**config.mk**
```make
export PLATFORM = sky130hd
export DESIGN_NAME = brightness_segment_sequencer_flat
export DESIGN_NICKNAME = d
export VERILOG_FILES = /design/src/bss_pkg.sv /design/src/bss_req_if.sv /design/src/bss_res_if.sv /design/src/brightness_segment_sequencer.sv /design/src/bss_table.sv /design/src/bss_core.sv /design/src/flat_wrapper.sv
export SDC_FILE = /design/constraint.sdc
export NUM_CORES = 1
export LEC_CHECK = 0
export BUFFER_PORTS_ARGS = -buffer_cell sky130_fd_sc_hd__buf_2
export CAP_MARGIN = 15
export CELL_PAD_IN_SITES_DETAIL_PLACEMENT = 1
export CELL_PAD_IN_SITES_GLOBAL_PLACEMENT = 1
export CORE_MARGIN = 2
export CORE_UTILIZATION = 58
export CTS_CLUSTER_DIAMETER = 40
export DETAILED_ROUTE_END_ITERATION = 8
export MAX_ROUTING_LAYER = met4
export PLACE_DENSITY = 0.89
export SYNTH_ARGS = -nofsm -noshare
export SYNTH_HDL_FRONTEND = slang
export SYNTH_SLANG_ARGS = --single-unit
```
**constraint.sdc**
```tcl
create_clock -name clk -period 14.97 [get_ports clk]
set_input_delay 0 -clock clk [delete_from_list [all_inputs] [get_ports clk]]
set_output_delay 0 -clock clk [all_outputs]
set_load 0.01 [all_outputs]
```
**src/bss_pkg.sv**
```systemverilog
`timescale 1ns / 1ps
// Package for the brightness segment sequencer.
// Holds the field widths, request codes and the structs shared between the modules.
// No dependencies.

package bss_pkg;

    localparam int LEVEL_W = 8;
    localparam int DUR_W   = 24;
    localparam int IDX_W   = 4;
    localparam int LEN_W   = 5;

    localparam logic REQ_TICK = 1'b0;
    localparam logic REQ_LOAD = 1'b1;

    typedef struct packed {
        logic               req_type;
        logic [IDX_W-1:0]   entry_index;
        logic [LEVEL_W-1:0] entry_level;
        logic [DUR_W-1:0]   entry_duration;
    } req_t;

    typedef struct packed {
        logic [LEVEL_W-1:0] current_level;
        logic [LEVEL_W-1:0] start_level;
        logic [LEVEL_W-1:0] end_level;
        logic [DUR_W-1:0]   time_left;
        logic [DUR_W-1:0]   segment_ticks;
        logic [IDX_W-1:0]   segment_index;
        logic               segment_loaded;
    } res_t;

    typedef struct packed {
        logic               en;
        logic [IDX_W-1:0]   index;
        logic [LEVEL_W-1:0] level;
        logic [DUR_W-1:0]   duration;
    } wr_t;

    typedef struct packed {
        logic [LEVEL_W-1:0] level_a;
        logic [DUR_W-1:0]   dur_a;
        logic [LEVEL_W-1:0] level_b;
    } rd_t;

endpackage

```
**src/bss_req_if.sv**
```systemverilog
`timescale 1ns / 1ps
// Request channel of the brightness segment sequencer: valid, ready and one beat.
// Depends on bss_pkg for the field widths.

interface bss_req_if;

    logic                        valid;
    logic                        ready;
    logic                        req_type;
    logic [bss_pkg::IDX_W-1:0]   entry_index;
    logic [bss_pkg::LEVEL_W-1:0] entry_level;
    logic [bss_pkg::DUR_W-1:0]   entry_duration;

    modport source (
        output valid,
        output req_type,
        output entry_index,
        output entry_level,
        output entry_duration,
        input  ready
    );

    modport sink (
        input  valid,
        input  req_type,
        input  entry_index,
        input  entry_level,
        input  entry_duration,
        output ready
    );

endinterface

```
**src/bss_res_if.sv**
```systemverilog
`timescale 1ns / 1ps
// Result channel of the brightness segment sequencer: valid, ready and one beat.
// Depends on bss_pkg for the field widths.

interface bss_res_if;

    logic                        valid;
    logic                        ready;
    logic [bss_pkg::LEVEL_W-1:0] current_level;
    logic [bss_pkg::LEVEL_W-1:0] start_level;
    logic [bss_pkg::LEVEL_W-1:0] end_level;
    logic [bss_pkg::DUR_W-1:0]   time_left;
    logic [bss_pkg::DUR_W-1:0]   segment_ticks;
    logic [bss_pkg::IDX_W-1:0]   segment_index;
    logic                        segment_loaded;

    modport source (
        output valid,
        output current_level,
        output start_level,
        output end_level,
        output time_left,
        output segment_ticks,
        output segment_index,
        output segment_loaded,
        input  ready
    );

    modport sink (
        input  valid,
        input  current_level,
        input  start_level,
        input  end_level,
        input  time_left,
        input  segment_ticks,
        input  segment_index,
        input  segment_loaded,
        output ready
    );

endinterface

```
**src/brightness_segment_sequencer.sv**
```systemverilog
`timescale 1ns / 1ps
// Top level of the brightness segment sequencer: input register, core, result register.
// Depends on bss_pkg, bss_req_if, bss_res_if, bss_table and bss_core.
//
//   Channel   Direction  Handshake           Beat contents
//   req       in         req.valid/ready     req_type, entry_index, entry_level, entry_duration
//   rsp       out        rsp.valid/ready     levels, time left, segment ticks, index, loaded flag
//   cfg       in         cfg_wr_en           seq_length in cfg_wr_data
//
// Each request beat produces one result beat via the input register and the result register.
// A new beat is taken every cycle unless a result waits untaken; the next segment's table
// read is issued ahead so each tick finishes in one pass between input and result registers.
// Reset clears the segment state and the length; table entries hold nothing until loaded.
// When the result is not taken, the result register holds and the input register fills.

module brightness_segment_sequencer #(
    parameter int SEGMENTS = 16
) (
    input  logic                      clk,
    input  logic                      rst_n,
    bss_req_if.sink                   req,
    bss_res_if.source                 rsp,
    input  logic                      cfg_wr_en,
    input  logic [bss_pkg::LEN_W-1:0] cfg_wr_data
);

    localparam int PTR_W = (SEGMENTS > 1) ? $clog2(SEGMENTS) : 1;

    logic             in_v_reg;
    bss_pkg::req_t    in_reg;
    logic             out_v_reg;
    bss_pkg::res_t    out_reg;
    logic             go;
    bss_pkg::res_t    res;
    bss_pkg::wr_t     wr;
    bss_pkg::rd_t     rd;
    logic [PTR_W-1:0] rd_addr_a;
    logic [PTR_W-1:0] rd_addr_b;

    assign go        = in_v_reg && (!out_v_reg || rsp.ready);
    assign req.ready = !in_v_reg || go;

    always_ff @(posedge clk or negedge rst_n)
    begin
        if (!rst_n)
        begin
            in_v_reg  <= 1'b0;
            out_v_reg <= 1'b0;
        end
        else
        begin
            if (req.ready)
            begin
                in_v_reg <= req.valid;
            end
            if (go)
            begin
                out_v_reg <= 1'b1;
            end
            else if (rsp.ready)
            begin
                out_v_reg <= 1'b0;
            end
        end
    end

    always_ff @(posedge clk)
    begin
        if (req.valid && req.ready)
        begin
            in_reg.req_type       <= req.req_type;
            in_reg.entry_index    <= req.entry_index;
            in_reg.entry_level    <= req.entry_level;
            in_reg.entry_duration <= req.entry_duration;
        end
        if (go)
        begin
            out_reg <= res;
        end
    end

    bss_table #(
        .SEGMENTS (SEGMENTS)
    ) u_table (
        .clk       (clk),
        .wr        (wr),
        .rd_addr_a (rd_addr_a),
        .rd_addr_b (rd_addr_b),
        .rd        (rd)
    );

    bss_core #(
        .SEGMENTS (SEGMENTS)
    ) u_core (
        .clk         (clk),
        .rst_n       (rst_n),
        .go          (go),
        .req         (in_reg),
        .cfg_wr_en   (cfg_wr_en),
        .cfg_wr_data (cfg_wr_data),
        .rd          (rd),
        .wr          (wr),
        .rd_addr_a   (rd_addr_a),
        .rd_addr_b   (rd_addr_b),
        .res         (res)
    );

    assign rsp.valid          = out_v_reg;
    assign rsp.current_level  = out_reg.current_level;
    assign rsp.start_level    = out_reg.start_level;
    assign rsp.end_level      = out_reg.end_level;
    assign rsp.time_left      = out_reg.time_left;
    assign rsp.segment_ticks  = out_reg.segment_ticks;
    assign rsp.segment_index  = out_reg.segment_index;
    assign rsp.segment_loaded = out_reg.segment_loaded;

endmodule

```
**src/bss_table.sv**
```systemverilog
`timescale 1ns / 1ps
// Segment table memory: one write port and two registered read ports.
// Depends on bss_pkg for the write and read structs.

module bss_table #(
    parameter int SEGMENTS = 16,
    localparam int PTR_W = (SEGMENTS > 1) ? $clog2(SEGMENTS) : 1
) (
    input  logic                clk,
    input  bss_pkg::wr_t        wr,
    input  logic [PTR_W-1:0]    rd_addr_a,
    input  logic [PTR_W-1:0]    rd_addr_b,
    output bss_pkg::rd_t        rd
);

    localparam int AW = (PTR_W > bss_pkg::IDX_W) ? PTR_W : bss_pkg::IDX_W;

    logic [bss_pkg::LEVEL_W-1:0] level_mem [SEGMENTS];
    logic [bss_pkg::DUR_W-1:0]   dur_mem   [SEGMENTS];
    logic [AW-1:0]               wr_wide;
    logic [PTR_W-1:0]            wr_addr;
    bss_pkg::rd_t                rd_reg;

    assign wr_wide = AW'(wr.index);
    assign wr_addr = wr_wide[PTR_W-1:0];

    // A write in the same cycle is passed through so the read data track the table.
    always_ff @(posedge clk)
    begin
        if (wr.en)
        begin
            level_mem[wr_addr] <= wr.level;
            dur_mem[wr_addr]   <= wr.duration;
        end
        rd_reg.level_a <= (wr.en && wr_addr == rd_addr_a) ? wr.level : level_mem[rd_addr_a];
        rd_reg.dur_a   <= (wr.en && wr_addr == rd_addr_a) ? wr.duration : dur_mem[rd_addr_a];
        rd_reg.level_b <= (wr.en && wr_addr == rd_addr_b) ? wr.level : level_mem[rd_addr_b];
    end

    assign rd = rd_reg;

endmodule

```
**src/bss_core.sv**
```systemverilog
`timescale 1ns / 1ps
// Sequencer state and the combinational update for one request beat.
// Depends on bss_pkg; drives the addresses and write port of bss_table.

module bss_core #(
    parameter int SEGMENTS = 16,
    localparam int PTR_W = (SEGMENTS > 1) ? $clog2(SEGMENTS) : 1
) (
    input  logic                        clk,
    input  logic                        rst_n,
    input  logic                        go,
    input  bss_pkg::req_t               req,
    input  logic                        cfg_wr_en,
    input  logic [bss_pkg::LEN_W-1:0]   cfg_wr_data,
    input  bss_pkg::rd_t                rd,
    output bss_pkg::wr_t                wr,
    output logic [PTR_W-1:0]            rd_addr_a,
    output logic [PTR_W-1:0]            rd_addr_b,
    output bss_pkg::res_t               res
);

    localparam int CW = (PTR_W + 1 > bss_pkg::LEN_W) ? PTR_W + 1 : bss_pkg::LEN_W;

    logic [bss_pkg::LEN_W-1:0]   len_reg;
    logic [bss_pkg::LEN_W-1:0]   len_next;
    logic [PTR_W-1:0]            ptr_reg;
    logic [PTR_W-1:0]            ptr_next;
    logic [bss_pkg::DUR_W-1:0]   remaining_reg;
    logic [bss_pkg::DUR_W-1:0]   remaining_next;
    logic [bss_pkg::DUR_W-1:0]   seg_dur_reg;
    logic [bss_pkg::DUR_W-1:0]   seg_dur_next;
    logic [bss_pkg::LEVEL_W-1:0] lvl_now_reg;
    logic [bss_pkg::LEVEL_W-1:0] lvl_now_next;
    logic [bss_pkg::LEVEL_W-1:0] lvl_start_reg;
    logic [bss_pkg::LEVEL_W-1:0] lvl_start_next;
    logic [bss_pkg::LEVEL_W-1:0] lvl_end_reg;
    logic [bss_pkg::LEVEL_W-1:0] lvl_end_next;
    logic                        loaded;
    logic [CW-1:0]               ptr_wide;

    function automatic logic [PTR_W-1:0] next_ptr(
        input logic [PTR_W-1:0]          p,
        input logic [bss_pkg::LEN_W-1:0] len
    );
        logic [CW-1:0] inc;
        inc = CW'(p) + CW'(1);
        if (inc < CW'(len) && inc < CW'(SEGMENTS))
        begin
            next_ptr = inc[PTR_W-1:0];
        end
        else
        begin
            next_ptr = '0;
        end
    endfunction

    always_comb
    begin
        ptr_next       = ptr_reg;
        remaining_next = remaining_reg;
        seg_dur_next   = seg_dur_reg;
        lvl_now_next   = lvl_now_reg;
        lvl_start_next = lvl_start_reg;
        lvl_end_next   = lvl_end_reg;
        loaded         = 1'b0;
        wr.en          = 1'b0;
        wr.index       = req.entry_index;
        wr.level       = req.entry_level;
        wr.duration    = req.entry_duration;
        if (go)
        begin
            if (req.req_type == bss_pkg::REQ_LOAD)
            begin
                wr.en = (CW'(req.entry_index) < CW'(SEGMENTS));
            end
            else
            begin
                priority if (remaining_reg != '0)
                begin
                    remaining_next = remaining_reg - 1'b1;
                end
                else if (seg_dur_reg != '0)
                begin
                    seg_dur_next   = '0;
                    lvl_now_next   = lvl_end_reg;
                    lvl_start_next = '0;
                    lvl_end_next   = '0;
                end
                else if (len_reg != '0)
                begin
                    // The read ports already hold the following entry and the one after it.
                    ptr_next       = next_ptr(ptr_reg, len_reg);
                    seg_dur_next   = rd.dur_a;
                    remaining_next = rd.dur_a;
                    lvl_start_next = rd.level_a;
                    lvl_end_next   = rd.level_b;
                    lvl_now_next   = (rd.dur_a == '0) ? rd.level_b : rd.level_a;
                    loaded         = 1'b1;
                end
            end
        end
    end

    assign len_next  = cfg_wr_en ? cfg_wr_data : len_reg;
    assign rd_addr_a = next_ptr(ptr_next, len_next);
    assign rd_addr_b = next_ptr(rd_addr_a, len_next);

    always_ff @(posedge clk or negedge rst_n)
    begin
        if (!rst_n)
        begin
            len_reg       <= '0;
            ptr_reg       <= '0;
            remaining_reg <= '0;
            seg_dur_reg   <= '0;
            lvl_now_reg   <= '0;
            lvl_start_reg <= '0;
            lvl_end_reg   <= '0;
        end
        else
        begin
            len_reg       <= len_next;
            ptr_reg       <= ptr_next;
            remaining_reg <= remaining_next;
            seg_dur_reg   <= seg_dur_next;
            lvl_now_reg   <= lvl_now_next;
            lvl_start_reg <= lvl_start_next;
            lvl_end_reg   <= lvl_end_next;
        end
    end

    assign ptr_wide = CW'(ptr_next);

    always_comb
    begin
        res.current_level  = lvl_now_next;
        res.start_level    = lvl_start_next;
        res.end_level      = lvl_end_next;
        res.time_left      = remaining_next;
        res.segment_ticks  = seg_dur_next;
        res.segment_index  = ptr_wide[bss_pkg::IDX_W-1:0];
        res.segment_loaded = loaded;
    end

endmodule
```
**src/flat_wrapper.sv**
```systemverilog
// flat-port wrapper written by rule: the top's interface ports become plain ports
module brightness_segment_sequencer_flat 
#(
    parameter int SEGMENTS = 16
)
  (clk, rst_n, cfg_wr_en, cfg_wr_data, req_valid, req_req_type, req_entry_index, req_entry_level, req_entry_duration, req_ready, rsp_valid, rsp_current_level, rsp_start_level, rsp_end_level, rsp_time_left, rsp_segment_ticks, rsp_segment_index, rsp_segment_loaded, rsp_ready);
  bss_req_if req_i ();
  bss_res_if rsp_i ();
  input  logic clk;
  input  logic rst_n;
  input  logic cfg_wr_en;
  input  logic [bss_pkg::LEN_W-1:0] cfg_wr_data;
  input wire logic [$bits(req_i.valid)-1:0] req_valid;
  input wire logic [$bits(req_i.req_type)-1:0] req_req_type;
  input wire logic [$bits(req_i.entry_index)-1:0] req_entry_index;
  input wire logic [$bits(req_i.entry_level)-1:0] req_entry_level;
  input wire logic [$bits(req_i.entry_duration)-1:0] req_entry_duration;
  output wire logic [$bits(req_i.ready)-1:0] req_ready;
  output wire logic [$bits(rsp_i.valid)-1:0] rsp_valid;
  output wire logic [$bits(rsp_i.current_level)-1:0] rsp_current_level;
  output wire logic [$bits(rsp_i.start_level)-1:0] rsp_start_level;
  output wire logic [$bits(rsp_i.end_level)-1:0] rsp_end_level;
  output wire logic [$bits(rsp_i.time_left)-1:0] rsp_time_left;
  output wire logic [$bits(rsp_i.segment_ticks)-1:0] rsp_segment_ticks;
  output wire logic [$bits(rsp_i.segment_index)-1:0] rsp_segment_index;
  output wire logic [$bits(rsp_i.segment_loaded)-1:0] rsp_segment_loaded;
  input wire logic [$bits(rsp_i.ready)-1:0] rsp_ready;
  assign req_i.valid = req_valid;
  assign req_i.req_type = req_req_type;
  assign req_i.entry_index = req_entry_index;
  assign req_i.entry_level = req_entry_level;
  assign req_i.entry_duration = req_entry_duration;
  assign req_ready = req_i.ready;
  assign rsp_valid = rsp_i.valid;
  assign rsp_current_level = rsp_i.current_level;
  assign rsp_start_level = rsp_i.start_level;
  assign rsp_end_level = rsp_i.end_level;
  assign rsp_time_left = rsp_i.time_left;
  assign rsp_segment_ticks = rsp_i.segment_ticks;
  assign rsp_segment_index = rsp_i.segment_index;
  assign rsp_segment_loaded = rsp_i.segment_loaded;
  assign rsp_i.ready = rsp_ready;
  brightness_segment_sequencer #(.SEGMENTS(SEGMENTS)) u_core (.clk(clk), .rst_n(rst_n), .req(req_i), .rsp(rsp_i), .cfg_wr_en(cfg_wr_en), .cfg_wr_data(cfg_wr_data));
endmodule
```
==> reports/metrics.cfg, run 1 <==
[run_status]
status=finished clean

[sta]
maxSlewViolCount=0
rsz0062_at_grt=no
finalHoldViolations=0
holdWs_ps=55.2
worstMarginPinSlew_ps=1040
clock_skew_ps=31.1
tns_ps=0
post-route-period-util_pct=51.7
slew_headroom_pct=30.3
setup_viol=0
fmaxAchievable_mhz=129
fin_crit_ps=7730

[clocking]
clock_latency_ps=660
root_buffer=clkbuf_16
ctsResizeCount=0
clk_pin_slew_ps=70
cts_tree=built
htree_levels=3
postCtsSetupBuffers=0
cts_hold_buf=56
cts_buffers=94
clock_sinks=717
clk_path_buf_depth=3

[synth]
synthFlopType=edfxtp_1
yosysWarningCount=0
synthCells=1456
synth_area_leaders=edfxtp_1, mux4_2, dfrtp_1
synth-edff-count=626
syn_area_per_cell_um2=19.6
ys_async_sr_fraction_pct=11.6
ys_seq_area_share_pct=73.6
synth_cell_types=71
yosysTopAreaCellShare_pct=65.7
netlist_area_um2=28600
ys_seq_elements=717
synth.largest_area_cell=edfxtp_1
synth.net_count=1519

[pwr]
powerDensity_nw_per_um2=181
vdd_ir_drop_max_uv=125
leakage_nw=11.8

[min_path]
holdCritPathClass=in -> reg

[floorplan]
coreArea_um2=48800
die_h_um=226
start_util_pct=58.5
die_x_um=226
boundaryPins=126
num_rows=81
dieArea_um2=51100

[route]
routed_wl_um=92100
route.antenna.remaining_nets=0
wl_per_cell_um=37.9
drc=0
drt-initial-drc-count=2651
vias=17700
first_pass_iters=6
vias_per_cell=7.28

[cells_and_area]
nNetsFinal=1751
final_common_cell=edfxtp_1
fillerInstances=3926
utilization_pct=69.3
drive_gt1_share_pct=30.7
mostFrequentLayoutCells=edfxtp_1, mux4_2, buf_2
largest_reg_flops=384
area_growth_pct=18.4

[global_routing]
grt_pass1_wl_um=132000
grt-ovfl-total=0
track_usage_pct=38.1
busiest_layer=met2
globalRouteMet2Util_pct=57.6
met3_usage_pct=8.24
antenna_found_initial=1
met1_usage_pct=48.8
grt_pass1_vias=18400
grt_max_degree=115

[worst_setup_path]
crit_type=reg -> reg
required_ps=15490
cp-end-kind=register
critical_path.max_fanout=31
crit_arrival_ps=8260
start_kind=register

[placement]
place.gp.congestion=0.904
dpl.hpwl_um=43000
portBuffers=125

[flow_run]
max_cap_viol_count=0

## path summary, 6_finish.rpt
| path | depth (start not counted) | slack (ps) | to | startpoint |
|---|---|---|---|---|
| max | 26 | 7240 | register | u_core.u_core.seg_dur_reg[6] |
| min | 2 | 60 | u_core.in_reg[6] | req_entry_duration[6] |
| max reg2reg | 26 | 7240 | register | u_core.u_core.seg_dur_reg[6] |
| min reg2reg | 1 | 510 | u_core.u_core.lvl_start_reg[7] | u_core.u_core.lvl_start_reg[7] |
| max in group asynchronous | 3 | 14030 | u_core.u_core.lvl_end_reg[4] | rst_n |
| min in group asynchronous | 3 | 140 | u_core.u_core.lvl_now_reg[2] | rst_n |
## power by group
| group | total (mW) | switching, mW | internal, mW | leakage (nW) |
|---|---|---|---|---|
| Combinational | 1.34 | 0.782 | 0.556 | 3.41 |
| Sequential | 2.46 | 0.166 | 2.29 | 6.91 |
| Clock | 2.32 | 0.968 | 1.35 | 1.52 |
## routing by layer
layer	wire (um)	part of all wire, %
met4	5210	5.7
met3	10100	11
met1	32400	35
met5	0	0
met2	44400	48
## Yosys cell counts (11+ instances only)
| cell | instances |
|---|---|
| ha_1 | 16 |
| a21oi_1 | 24 |
| nor3_1 | 21 |
| inv_1 | 16 |
| nor2_1 | 45 |
| nand2_1 | 71 |
| edfxtp_1 | 626 |
| and2_1 | 11 |
| nand3_1 | 11 |
| dfrtp_1 | 83 |
| a22o_1 | 52 |
| o21ai_0 | 31 |
| mux4_2 | 176 |
| nor4_1 | 16 |
| a22oi_1 | 52 |
| clkbuf_1 | 46 |
## critical path, stage by stage, from the launching register on
cell and delay (ps):
dfrtp_1 410, or4_1 540, nor2_1 310, nand3_1 550
nor2_4 640, buf_16 260, nand3_1 90, o21ai_0 200
ha_1 350, nand2_1 100, nor4_2 390, a211oi_2 150
ha_1 270, a21o_1 230, a21o_1 220, a211oi_1 360
nor2_1 160, nor2_1 230, and2_1 240, ha_1 280
xor2_2 210, ha_1 290, a21o_1 170, a21o_1 200
a21o_1 210, a31o_2 260, nor3b_1 260
## layout make-up
cell class / count / area [um2] / share of cell area, %
timing repair buffer: 212 / 1470 / 4.33
inverter: 16 / 60.1 / 0.177
tap: 664 / 831 / 2.45
clock inverter: 55 / 604 / 1.79
sequential: 717 / 21000 / 62.2
clock buffer: 120 / 2570 / 7.61
multi-input combinational: 647 / 7270 / 21.5
antenna: 1 / 2.50 / 0.00739
## kinds of logic (layout without fill, tap and decap cells)
group,count (synthesis),in the layout,share of synthesized area (%)
DFF,717,717,73.6
xor gates and xnor gates,7,7,0.241
and+or+nand+nor,232,232,4.42
buffers and inverters,92,403,1.55
muxes,178,178,13.9
adders and majority gates,16,16,0.700
other,0,1,0
AOI/OAI and AO/OA,214,214,5.59
## metrics by stage
step,setup slack [ps],power [mW],area [um2],std cells
finish,7240,6.11,33900,2432
global route,7090,6.24,33900,2432
CTS,7390,6.04,33800,2429
detailed placement,8030,3.68,30100,2198
global placement,8510,3.61,30100,2198
floorplan,8810,3.30,28600,1456
(Power assumes the default switching activity.)
==> run 2: changes to the inputs <==
CORE_UTILIZATION = 48   (was 58)
PLACE_DENSITY = 0.79   (was 0.89)
clock period = 6.35 ns   (was 14.97 ns; I/O delays follow)
==> run 2 against run 1 <==
  * First-iteration DRC count decreased by 49%
  * Clock skew increased by 7.5 ps
  * Sequential share of layout area is 0.60 points lower
  * Count of clock-buffer cells in the layout down 9
  * Wire length down 20%
  * Combinational power is 120% higher
  * Critical path depth is the same
  * Sequential cell count did not move
  * Register-to-register slack worse by 7000 ps
  * Highest routed layer unchanged
==> reports/metrics.cfg, run 2 (same netlist as run 1, synthesis figures left out) <==
[sta]
fin_crit_ps=6140  ; was 7730 ps
post-route-period-util_pct=96.7  ; was 51.7%
worstMarginPinSlew_ps=1020  ; was 1040 ps
slew_headroom_pct=31.9  ; was 30.3%
holdWs_ps=60.8  ; was 55.2 ps
finalHoldViolations=0  ; unchanged
setup_viol=0  ; unchanged
clock_skew_ps=38.5  ; was 31.1 ps
fmaxAchievable_mhz=163  ; was 129 MHz
maxSlewViolCount=0  ; unchanged

[floorplan]
coreArea_um2=58900  ; was 48800 um2
die_h_um=248  ; was 226 um
boundaryPins=126  ; unchanged
num_rows=89  ; was 81
dieArea_um2=61500  ; was 51100 um2
die_x_um=248  ; was 226 um
start_util_pct=48.5  ; was 58.5%

[placement]
place_area_um2=30300  ; was 30100 um2
place.gp.congestion=0.888  ; was 0.904
dp.cells=2318  ; was 2198
portBuffers=125  ; unchanged
dpl.hpwl_um=42600  ; was 43000 um

[worst_setup_path]
path_delay_family=simple AND/OR/NAND/NOR gates  ; unchanged
crit_type=reg -> reg  ; unchanged
critical_path.max_fanout=7  ; was 31
cpPeakStageDelay_ps=470  ; was 640 ps
crit_arrival_ps=6690  ; was 8260 ps
worst_path_most_repeated_cell=a21o_1  ; unchanged
reg2reg_slack_ps=210  ; was 7240 ps
rr_startpoint=u_core.u_core.ptr_reg[0]  ; was u_core.u_core.seg_dur_reg[6]
r2r_cells=26  ; unchanged
cp-end-kind=register  ; unchanged
path_buf_inv=0  ; was 1
start_kind=register  ; unchanged
crit_slowest_cell=or4_4  ; was nor2_4
required_ps=6910  ; was 15490 ps

[flow_run]
max_cap_viol_count=0  ; unchanged

[route]
vias=15600  ; was 17700
route.antenna.remaining_nets=0  ; unchanged
vias_per_cell=6.13  ; was 7.28
drc=0  ; unchanged
routed_wl_um=73500  ; was 92100 um
drt-initial-drc-count=1363  ; was 2651
first_pass_iters=5  ; was 6
wl_per_cell_um=28.8  ; was 37.9 um

[pwr]
leakage_nw=11.9  ; was 11.8 nW
vdd_ir_drop_max_uv=272  ; was 125 uV
total_power_mw=14.1  ; was 6.11 mW
powerDensity_nw_per_um2=411  ; was 181 nW/um2

[cells_and_area]
seqCellArea_um2=21000  ; about the same
final_common_cell=edfxtp_1  ; unchanged
fillerInstances=5102  ; was 3926
area_growth_pct=19.5  ; was 18.4%
drive_gt1_share_pct=32.1  ; was 30.7%
mostFrequentLayoutCells=edfxtp_1, mux4_2, buf_2  ; unchanged
finalNonFillerCells=2554  ; was 2432
largest_reg_flops=384  ; unchanged
post-route-cell-area_um2=34200  ; was 33900 um2
multi_input_area_um2=7330  ; was 7270 um2
antennaDiodeCount=0  ; was 1
nNetsFinal=1763  ; was 1751

[clocking]
cts_buffers=96  ; was 94
clock_sinks=717  ; unchanged
cts_tree=built  ; unchanged
clock_latency_ps=650  ; was 660 ps
htree_levels=3  ; unchanged
clk_pin_slew_ps=60  ; was 70 ps
root_buffer=clkbuf_16  ; unchanged
clk_path_buf_depth=3  ; unchanged

[min_path]
holdCritPathClass=in -> reg  ; unchanged
hold_path.startpoint=req_entry_duration[22]  ; was req_entry_duration[6]
min_path_cells=2  ; unchanged
holdPathEnd=u_core.in_reg[22]  ; was u_core.in_reg[6]

[global_routing]
grt_pass1_wl_um=109000  ; was 132000 um
busiest_layer=met2  ; unchanged
track_usage_pct=25.4  ; was 38.1%
grt_max_degree=74  ; was 115
grt-ovfl-total=0  ; unchanged
grt_pass1_vias=17100  ; was 18400
antenna_found_initial=0  ; was 1
met3_usage_pct=4.88  ; was 8.24%
met1_usage_pct=31.5  ; was 48.8%
globalRouteMet2Util_pct=41.0  ; was 57.6%

[run_status]
status=finished clean  ; unchanged

[run 2: cell count changes in the layout (fill, tap and decap cells not counted), sizes merged]
| cell | before | now |
|---|---|---|
| buf | 156 | 166 |
| bufinv | 6 | 7 |
| clkbuf | 120 | 111 |
| clkinv | 18 | 32 |
| clkinvlp | 11 | 9 |
| diode | 1 | 0 |
[run 2: per-stage QoR]
step / setup TNS, ps / worst slack (ps) / util [%]
detailed placement: 0 / 61.0 / 51.4
global placement: 0 / 384 / 51.4
global route: -109 / -53.6 / 58.0
finish: 0 / 211 / 58.0
CTS: 0 / 5.60 / 57.9
floorplan: 0 / 195 / -
[run 2: where the power goes]
| part | switching [mW] | internal, mW |
|---|---|---|
| clock | 2.17 | 3.20 |
| sequential | 0.357 | 5.40 |
| combinational | 1.57 | 1.36 |
| total | 4.10 | 9.96 |
[run 2: per-layer routing]
metal / vias to the layer above / wire (um)
met5: - / 0
met4: 0 / 2600
met3: 184 / 5340
met2: 684 / 37100
met1: 8214 / 28400
li1: 6564 / -
[run 2: layout make-up]
| cell class | count | share of cell area (%) |
|---|---|---|
| clock buffers | 111 | 7.35 |
| clock inverters | 68 | 2.21 |
| inverters | 16 | 0.176 |
| multi-input cells | 647 | 21.5 |
| flip-flops and latches | 717 | 61.6 |
| well taps | 773 | 2.83 |
| repair buffers | 222 | 4.41 |
[run 2: what timing repair did]
item,CTS,global route
setup endpoints to repair,3,4
setup buffers,0,1
hold buffers,56,0
resized for setup,1,14
endpoints found under the hold margin,136,0
pin swaps,0,5
[run 2: worst register-to-register path, cell delays in order, from the launching register on]
cell and delay [ps]:
dfrtp_2 450, ha_2 240, xor2_2 190, ha_1 310, o211ai_1 190, a21oi_1 110
or2_2 360, or4_4 470, nand2_4 130, ha_2 200, nand2_1 90, nor4_4 300
o2bb2a_4 210, ha_1 270, a21o_1 210, a41oi_2 240, nor2_1 110, nor2_1 180
and2_4 190, ha_4 150, xor2_2 150, ha_1 270, a21o_1 170, a21o_1 180
a21o_1 220, a31o_2 260, nor4b_2 200
[run 2: how the worst max path moves through the flow]
stage	slack, ps	cells after the start	startpoint	to
finish	210	26	u_core.u_core.ptr_reg[0]	register
CTS	6	27	u_core.u_core.ptr_reg[0]	register
global placement	380	26	u_core.u_core.ptr_reg[0]	register
floorplan	190	6	u_core.rsp.valid	u_core.u_table.dur_mem[0][0]
detailed placement	60	27	u_core.u_core.ptr_reg[0]	register
global route	-50	27	u_core.u_core.ptr_reg[0]	register
